### config.mk
export PLATFORM = sky130hd
export DESIGN_NAME = ofb_ctrl
export DESIGN_NICKNAME = d
export VERILOG_FILES = /design/src/rtl/assert_macros.svh /design/src/rtl/ofb_pkg.sv /design/src/rtl/ofb_ctrl.sv
export SDC_FILE = /design/constraint.sdc
export NUM_CORES = 1
export LEC_CHECK = 0
export BUFFER_PORTS_ARGS = -buffer_cell sky130_fd_sc_hd__buf_2
export CORE_ASPECT_RATIO = 1.2
export CORE_MARGIN = 2
export CORE_UTILIZATION = 53
export CTS_CLUSTER_SIZE = 8
export DETAILED_ROUTE_END_ITERATION = 10
export PLACE_DENSITY = 0.88
export SETUP_SLACK_MARGIN = 0.1
export SLEW_MARGIN = 5
export SYNTH_ARGS = -nofsm -noshare
export SYNTH_HDL_FRONTEND = slang
export SYNTH_SLANG_ARGS = --single-unit
export TNS_END_PERCENT = 5
### constraint.sdc
create_clock -name clk_i -period 2.64 [get_ports clk_i]
set_input_delay 0.396 -clock clk_i [delete_from_list [all_inputs] [get_ports clk_i]]
set_output_delay 0.396 -clock clk_i [all_outputs]
set_load 0.01 [all_outputs]
### src/rtl/assert_macros.svh
// Assertion macros used by the top-level RTL file.
`ifndef ASSERT_MACROS_SVH
`define ASSERT_MACROS_SVH

// Same-cycle implication, disabled while reset is asserted.
`define OFB_ASSERT_IMPL(name, clk, rst_n, ante, cons) \
  name: assert property (@(posedge clk) disable iff (!rst_n) (ante) |-> (cons)) \
    else $error("assertion failed");

// Next-cycle implication, disabled while reset is asserted.
`define OFB_ASSERT_NEXT(name, clk, rst_n, ante, cons) \
  name: assert property (@(posedge clk) disable iff (!rst_n) (ante) |=> (cons)) \
    else $error("assertion failed");

`endif

### src/rtl/ofb_pkg.sv
// Package: geometry defaults, operation and status codes, link bytes, stage record.
package ofb_pkg;

  localparam int DEF_COLUMNS = 128;
  localparam int DEF_ROWS    = 64;
  localparam int DEF_PAGES   = 8;

  localparam int STORE_BYTES = 1024;
  localparam int ADDR_W      = $clog2(STORE_BYTES);

  localparam logic [2:0] OP_WRITE_PIXEL = 3'd0;
  localparam logic [2:0] OP_FILL        = 3'd1;
  localparam logic [2:0] OP_START       = 3'd2;
  localparam logic [2:0] OP_NEXT_BYTE   = 3'd3;
  localparam logic [2:0] OP_COMPLETE    = 3'd4;
  localparam logic [2:0] OP_LINK_ERROR  = 3'd5;

  localparam logic [1:0] ST_OK      = 2'd0;
  localparam logic [1:0] ST_RANGE   = 2'd1;
  localparam logic [1:0] ST_BUSY    = 2'd2;
  localparam logic [1:0] ST_NO_BYTE = 2'd3;

  localparam logic [7:0] CMD_LEN       = 8'd4;
  localparam logic [7:0] CMD_PAGE_BASE = 8'hB0;
  localparam logic [7:0] CMD_COL_LO    = 8'h00;
  localparam logic [7:0] CMD_COL_HI    = 8'h10;
  localparam logic [7:0] DATA_CTRL     = 8'h40;

  // Result and store-access plan of one transaction, decided at accept.
  typedef struct packed {
    logic [1:0]        status;
    logic              byte_valid;
    logic [7:0]        tx_byte;
    logic              first;
    logic              last;
    logic              done;
    logic              from_mem;
    logic              pix_we;
    logic              color;
    logic [7:0]        mask;
    logic [ADDR_W-1:0] addr;
  } pre_t;

endpackage

### src/rtl/ofb_ctrl.sv
// Flush sequencer: phase, page and byte counters, address and result planning.
module ofb_ctrl import ofb_pkg::*; #(
  parameter int COLUMNS = DEF_COLUMNS,
  parameter int ROWS    = DEF_ROWS,
  parameter int PAGES   = DEF_PAGES
) (
  input  logic       clk_i,
  input  logic       rst_ni,
  input  logic       acc_i,
  input  logic [2:0] operation_i,
  input  logic [7:0] x_i,
  input  logic [7:0] y_i,
  input  logic       color_i,
  output pre_t       pre_o
);

  typedef enum logic [2:0] {
    PH_IDLE,
    PH_CMD_SEND,
    PH_CMD_WAIT,
    PH_DATA_SEND,
    PH_DATA_WAIT
  } phase_e;

  phase_e     phase_q, phase_d;
  logic [3:0] page_q, page_d;
  logic [7:0] idx_q, idx_d;

  logic [10:0] pix_addr, data_addr;
  logic [4:0]  page_inc;
  pre_t        pre;

  assign pix_addr  = 11'(x_i) + 11'(y_i[5:3]) * 11'(COLUMNS);
  assign data_addr = 11'(page_q[2:0]) * 11'(COLUMNS) + 11'(idx_q) - 11'd1;
  assign page_inc  = 5'(page_q) + 5'd1;

  always_comb begin
    phase_d        = phase_q;
    page_d         = page_q;
    idx_d          = idx_q;
    pre            = '0;
    pre.status     = ST_OK;
    pre.color      = color_i;
    unique case (operation_i)
      OP_WRITE_PIXEL: begin
        if ({1'b0, x_i} >= 9'(COLUMNS) || {1'b0, y_i} >= 9'(ROWS)) begin
          pre.status = ST_RANGE;
        end else begin
          pre.pix_we = 1'b1;
          pre.addr   = pix_addr[ADDR_W-1:0];
          pre.mask   = 8'(8'd1 << y_i[2:0]);
        end
      end
      OP_START: begin
        if (phase_q != PH_IDLE) begin
          pre.status = ST_BUSY;
        end else begin
          page_d  = '0;
          idx_d   = '0;
          phase_d = PH_CMD_SEND;
        end
      end
      OP_NEXT_BYTE: begin
        if (phase_q == PH_CMD_SEND) begin
          pre.byte_valid = 1'b1;
          pre.first      = (idx_q == 8'd0);
          case (idx_q[1:0])
            2'd0:    pre.tx_byte = CMD_COL_LO;
            2'd1:    pre.tx_byte = 8'(CMD_PAGE_BASE + 8'(page_q));
            2'd2:    pre.tx_byte = CMD_COL_LO;
            default: pre.tx_byte = CMD_COL_HI;
          endcase
          if (idx_q + 8'd1 >= CMD_LEN) begin
            pre.last = 1'b1;
            phase_d  = PH_CMD_WAIT;
            idx_d    = '0;
          end else begin
            idx_d = idx_q + 8'd1;
          end
        end else if (phase_q == PH_DATA_SEND) begin
          pre.byte_valid = 1'b1;
          if (idx_q == 8'd0) begin
            pre.tx_byte = DATA_CTRL;
            pre.first   = 1'b1;
          end else begin
            pre.from_mem = 1'b1;
            pre.addr     = data_addr[ADDR_W-1:0];
          end
          if ({1'b0, idx_q} >= 9'(COLUMNS)) begin
            pre.last = 1'b1;
            phase_d  = PH_DATA_WAIT;
            idx_d    = '0;
          end else begin
            idx_d = idx_q + 8'd1;
          end
        end else begin
          pre.status = ST_NO_BYTE;
        end
      end
      OP_COMPLETE: begin
        if (phase_q == PH_CMD_WAIT) begin
          phase_d = PH_DATA_SEND;
          idx_d   = '0;
        end else if (phase_q == PH_DATA_WAIT) begin
          idx_d  = '0;
          page_d = page_inc[3:0];
          if (page_inc < 5'(PAGES)) begin
            phase_d = PH_CMD_SEND;
          end else begin
            phase_d  = PH_IDLE;
            pre.done = 1'b1;
          end
        end
      end
      OP_LINK_ERROR: begin
        phase_d = PH_IDLE;
        idx_d   = '0;
      end
      default: begin
      end
    endcase
  end

  assign pre_o = pre;

  always_ff @(posedge clk_i or negedge rst_ni) begin
    if (!rst_ni) begin
      phase_q <= PH_IDLE;
      page_q  <= '0;
      idx_q   <= '0;
    end else if (acc_i) begin
      phase_q <= phase_d;
      page_q  <= page_d;
      idx_q   <= idx_d;
    end
  end

endmodule

# Yosys cells after proc, flatten, opt, wreduce, memory -nomap -nowiden
# Cells that the tools add are included.
[totals]
regBits = 15
out_inout_bits = 35
[op_classes]
addsub = 6
order_cmp = 5
n_eq_ne = 17
shift = 1
muxes = 49
n_reduce_logical = 11
[ops]
columns = ["operator", "n"]
rows = [
  ["$mux W8", 9],
  ["$mux W11", 3],
  ["$pmux W8 S4", 1],
  ["$mux W10", 3],
  ["$mux W3", 7],
  ["$pmux W10 S2", 1],
  ["$mux W18", 1],
  ["$ge A8 B8 Y1 const B", 2],
  ["$pmux W8 S2", 1],
  ["$mux W1", 14],
  ["$eq A3 B2 Y1 const B", 4],
  ["$mux W4", 3],
  ["$ne A3 B3 Y1 const B", 4],
  ["$pmux W3 S4", 1],
  ["$add A10 B8 Y10", 1],
  ["$add A8 B10 Y10", 1],
  ["$reduce_and A5 Y1", 2],
  ["$sub A10 B1 Y10 const B", 1],
  ["$eq A3 B3 Y1 const B", 3],
  ["$add A8 B1 Y8 const B", 1],
  ["$add A8 B4 Y8 const A", 1],
  ["$ge A8 B3 Y1 const B", 1],
  ["$ge A8 B7 Y1 const B", 1],
  ["$logic_not A8 Y1", 1],
  ["18 further kinds", 22],
]

# Longest topological paths before layout
[depth]
depth_word = 6
mapped_depth = 9

# Least setup slack after synthesis
# OpenSTA, ideal clock, no wires.
[synth_timing]
kind = "register to output"
from = "reg idx_q[1]"
to = "out pre_o[9] (netlist name)"
t_arrival_ps = 1967
setup_slack_ps = 277
stages_incl_launch_ff = 9
cell_sequence = "dfrtp_1 > inv_1 > ha_1 > fa_1 > nand2b_1 > a211oi_1 > o211ai_1 > mux2_2 > nand2_1"
[synth_rtl]
columns = ["item", "line", "rtl"]
rows = [
  ["from (decl)", "ofb_ctrl.sv:27", "logic [7:0] idx_q, idx_d;"],
  ["from (signal assigned)", "ofb_ctrl.sv:134", "idx_q <= idx_d;"],
  ["to (decl)", "ofb_ctrl.sv:14", "output pre_t pre_o"],
]

==> metrics.txt <==
Clk pin slew, worst setup/hold paths=60 ps; Req. time, crit path=2240 ps; die footprint=4230 um2; Final HPWL DP=3950 um; first-pass GRT wire length=9040 um; Fill cells=275; Max Root-Sink Buffers=2; CP startpoint kind=flip-flop; dominant synthesized flop cell=dfrtp_1; drt first pass iters=4; final hold vios=0; row cnt=24; syn_nets=297; Cell Area, Synth=1970 um2; Initial Util=54.8%; DRC viols=0; non-filler instance count after layout=353; root buf cell=clkbuf_8; count of pins over their slew limit=0; Wirelength per Cell=15.1 um; Detailed Route WL=5320 um; area of the multi-input gates=1550 um2; I/O Buffers=55; Via Count=2,169; Clock Latency Late Sink=250 ps; antenna cells=0; PwrDens=420 nW/um2; CTS Buf Count=3; synth unique cells=58; final worst slack=101 ps; clock skew=1.69 ps; Layout Nets=362; Die Y=70.9 um; Hold Crit Class=in -> async; Synth warnings=0; core area=3600 um2; status=complete, no violations; initial antenna violation count=0; RSZ-0062 raised after global routing=true; largest fanout on the critical path=3; area grow syn2layout=26.7%; initial DRC count=159; DP Worst Slack=128 ps; RR Startpoint=phase_q[1]; max_cap viols=0; number of flops mapped to enable cells by yosys=0; layout cells sized above 1=34.4%; critical path arrival=2140 ps; mean number of vias per cell=6.14; register area=380 um2; syn_area_per_cell=7.90 um2; Synth async-reset ratio=100%; # IOs=58; Final Cycle Share=96.2%; CTS tree=done; antenna viol nets, final=0; Total Power=1050 uW; CP startpoint=idx_q[0]; relative slew slack=65.6%; gpl congestion=0.893; Total Neg Setup Slack=0 ps; clock sinks=15; Die Wd=59.7 um; VDD IR max=360 uV; largest net degree at the start of global routing=16; hold buffers post-CTS=0; FF+latch count, synth=15; Seq/Total Area, Yosys=19.0%; Crit. End Element=output port; fin crit period=2540 ps; commonest non-fill, non-tap cells in the layout=55 x buf_2, 21 x nor2_1, 19 x nand2_1; Syn Inst Count=250; Worst Max-Slew Pin Slew=516 ps; overall global routing resource usage=26.4%; commonest non-fill, non-tap cell in the layout=buf_2; Setup-failing EPs final=0; vias in the first global route=2,079; GR Overflow Total=0; H-Tree Depth=1; leakage power=0.00123 uW; Cells after DPL=344; critical path class=reg -> out; Max Clk Rate=0.394 GHz; Core Util, Final=69.4%
==> area by class of cell <==
| type | count | area share, % |
|---|---|---|
| multi-input combinational | 202 | 61.9 |
| clock buffer | 4 | 1.80 |
| inverter | 22 | 3.30 |
| timing repair buffer | 71 | 15.8 |
| sequential | 15 | 15.2 |
| tap | 39 | 1.95 |
==> through the flow <==
| stage | cell area (um2) | hold WS, ps |
|---|---|---|
| 6_report | 2500 | 62.0 |
| 3_3_place_gp | 2310 | 323 |
| 5_1_grt | 2500 | 74.4 |
| 4_1_cts | 2430 | 61.7 |
| 3_5_place_dp | 2310 | 328 |
| 2_1_floorplan | 1970 | 100 |
==> path summary, 6_finish.rpt <==
check	depth (start not counted)	slack, ps	to
max	8	100	pre_o[9]
min	1	60	page_q[3]
max reg2reg	5	500	phase_q[1]
min reg2reg	1	580	page_q[2]
max in group asynchronous	1	2280	idx_q[6]
min in group clk_i	3	530	page_q[0]
==> synth_stat cells, types with 5 or more instances <==
cell type  instances  area share [%]
nand2_1           19             3.6
or3_1              6             1.9
dfrtp_1           15              19
inv_1             22             4.2
nand3_1            7             1.8
nand4_1            7             2.2
nor3_1             7             1.8
ha_1              23              15
xnor2_1            6             2.7
o21ai_0           18             4.6
o31ai_1            5             1.9
a21oi_1           11             2.8
a211oi_1           6             2.3
nand2b_1           9             2.9
nor2_1            21             4.0
==> worst max-delay path, cell delays in order, from the launching register on <==
cell and delay, ps:
dfrtp_1 420, ha_4 180, fa_2 410, nand2b_4 100, a211oi_4 60, o211ai_1 190
mux2_2 350, nand2_1 50, buf_2 120
==> repair_timing <==
action | 4_1_cts | 5_1_grt
gates resized for setup | 14 | 16
pin swaps | 3 | 11
buffers inserted | 5 | 0
cloned | 0 | 0
setup endpoints to repair | 9 | 7
==> report_power, final <==
part           internal, uW  total (uW)  leakage, uW  switching (uW)
clock                   107         189    0.0000228            82.2
sequential              258         289     0.000195            31.0
combinational           253         572      0.00101             319
total                   618        1050      0.00123             432
==> layer usage <==
layer	global-route usage (%)	routed length, um
met5	0	0
met4	8.89	82
met3	3.47	310
met2	45.9	2720
met1	32.5	2210
==> cells by family after synthesis <==
kind of cell    Yosys count  synth area share, %
simple gates            101                 29.3
compound gates           67                 23.8
buf+inv                  33                 7.67
fa+ha+maj                24                 15.6
flops                    15                 19.0
xor+xnor                  8                 3.55
mux                       2                 1.08
==> flip-flops by register name (all words and copies together), names as in the netlist <==
register and cells:
phase_q 3, idx_q 8, page_q 4
Note: power is estimated with default switching activity, not from simulation.
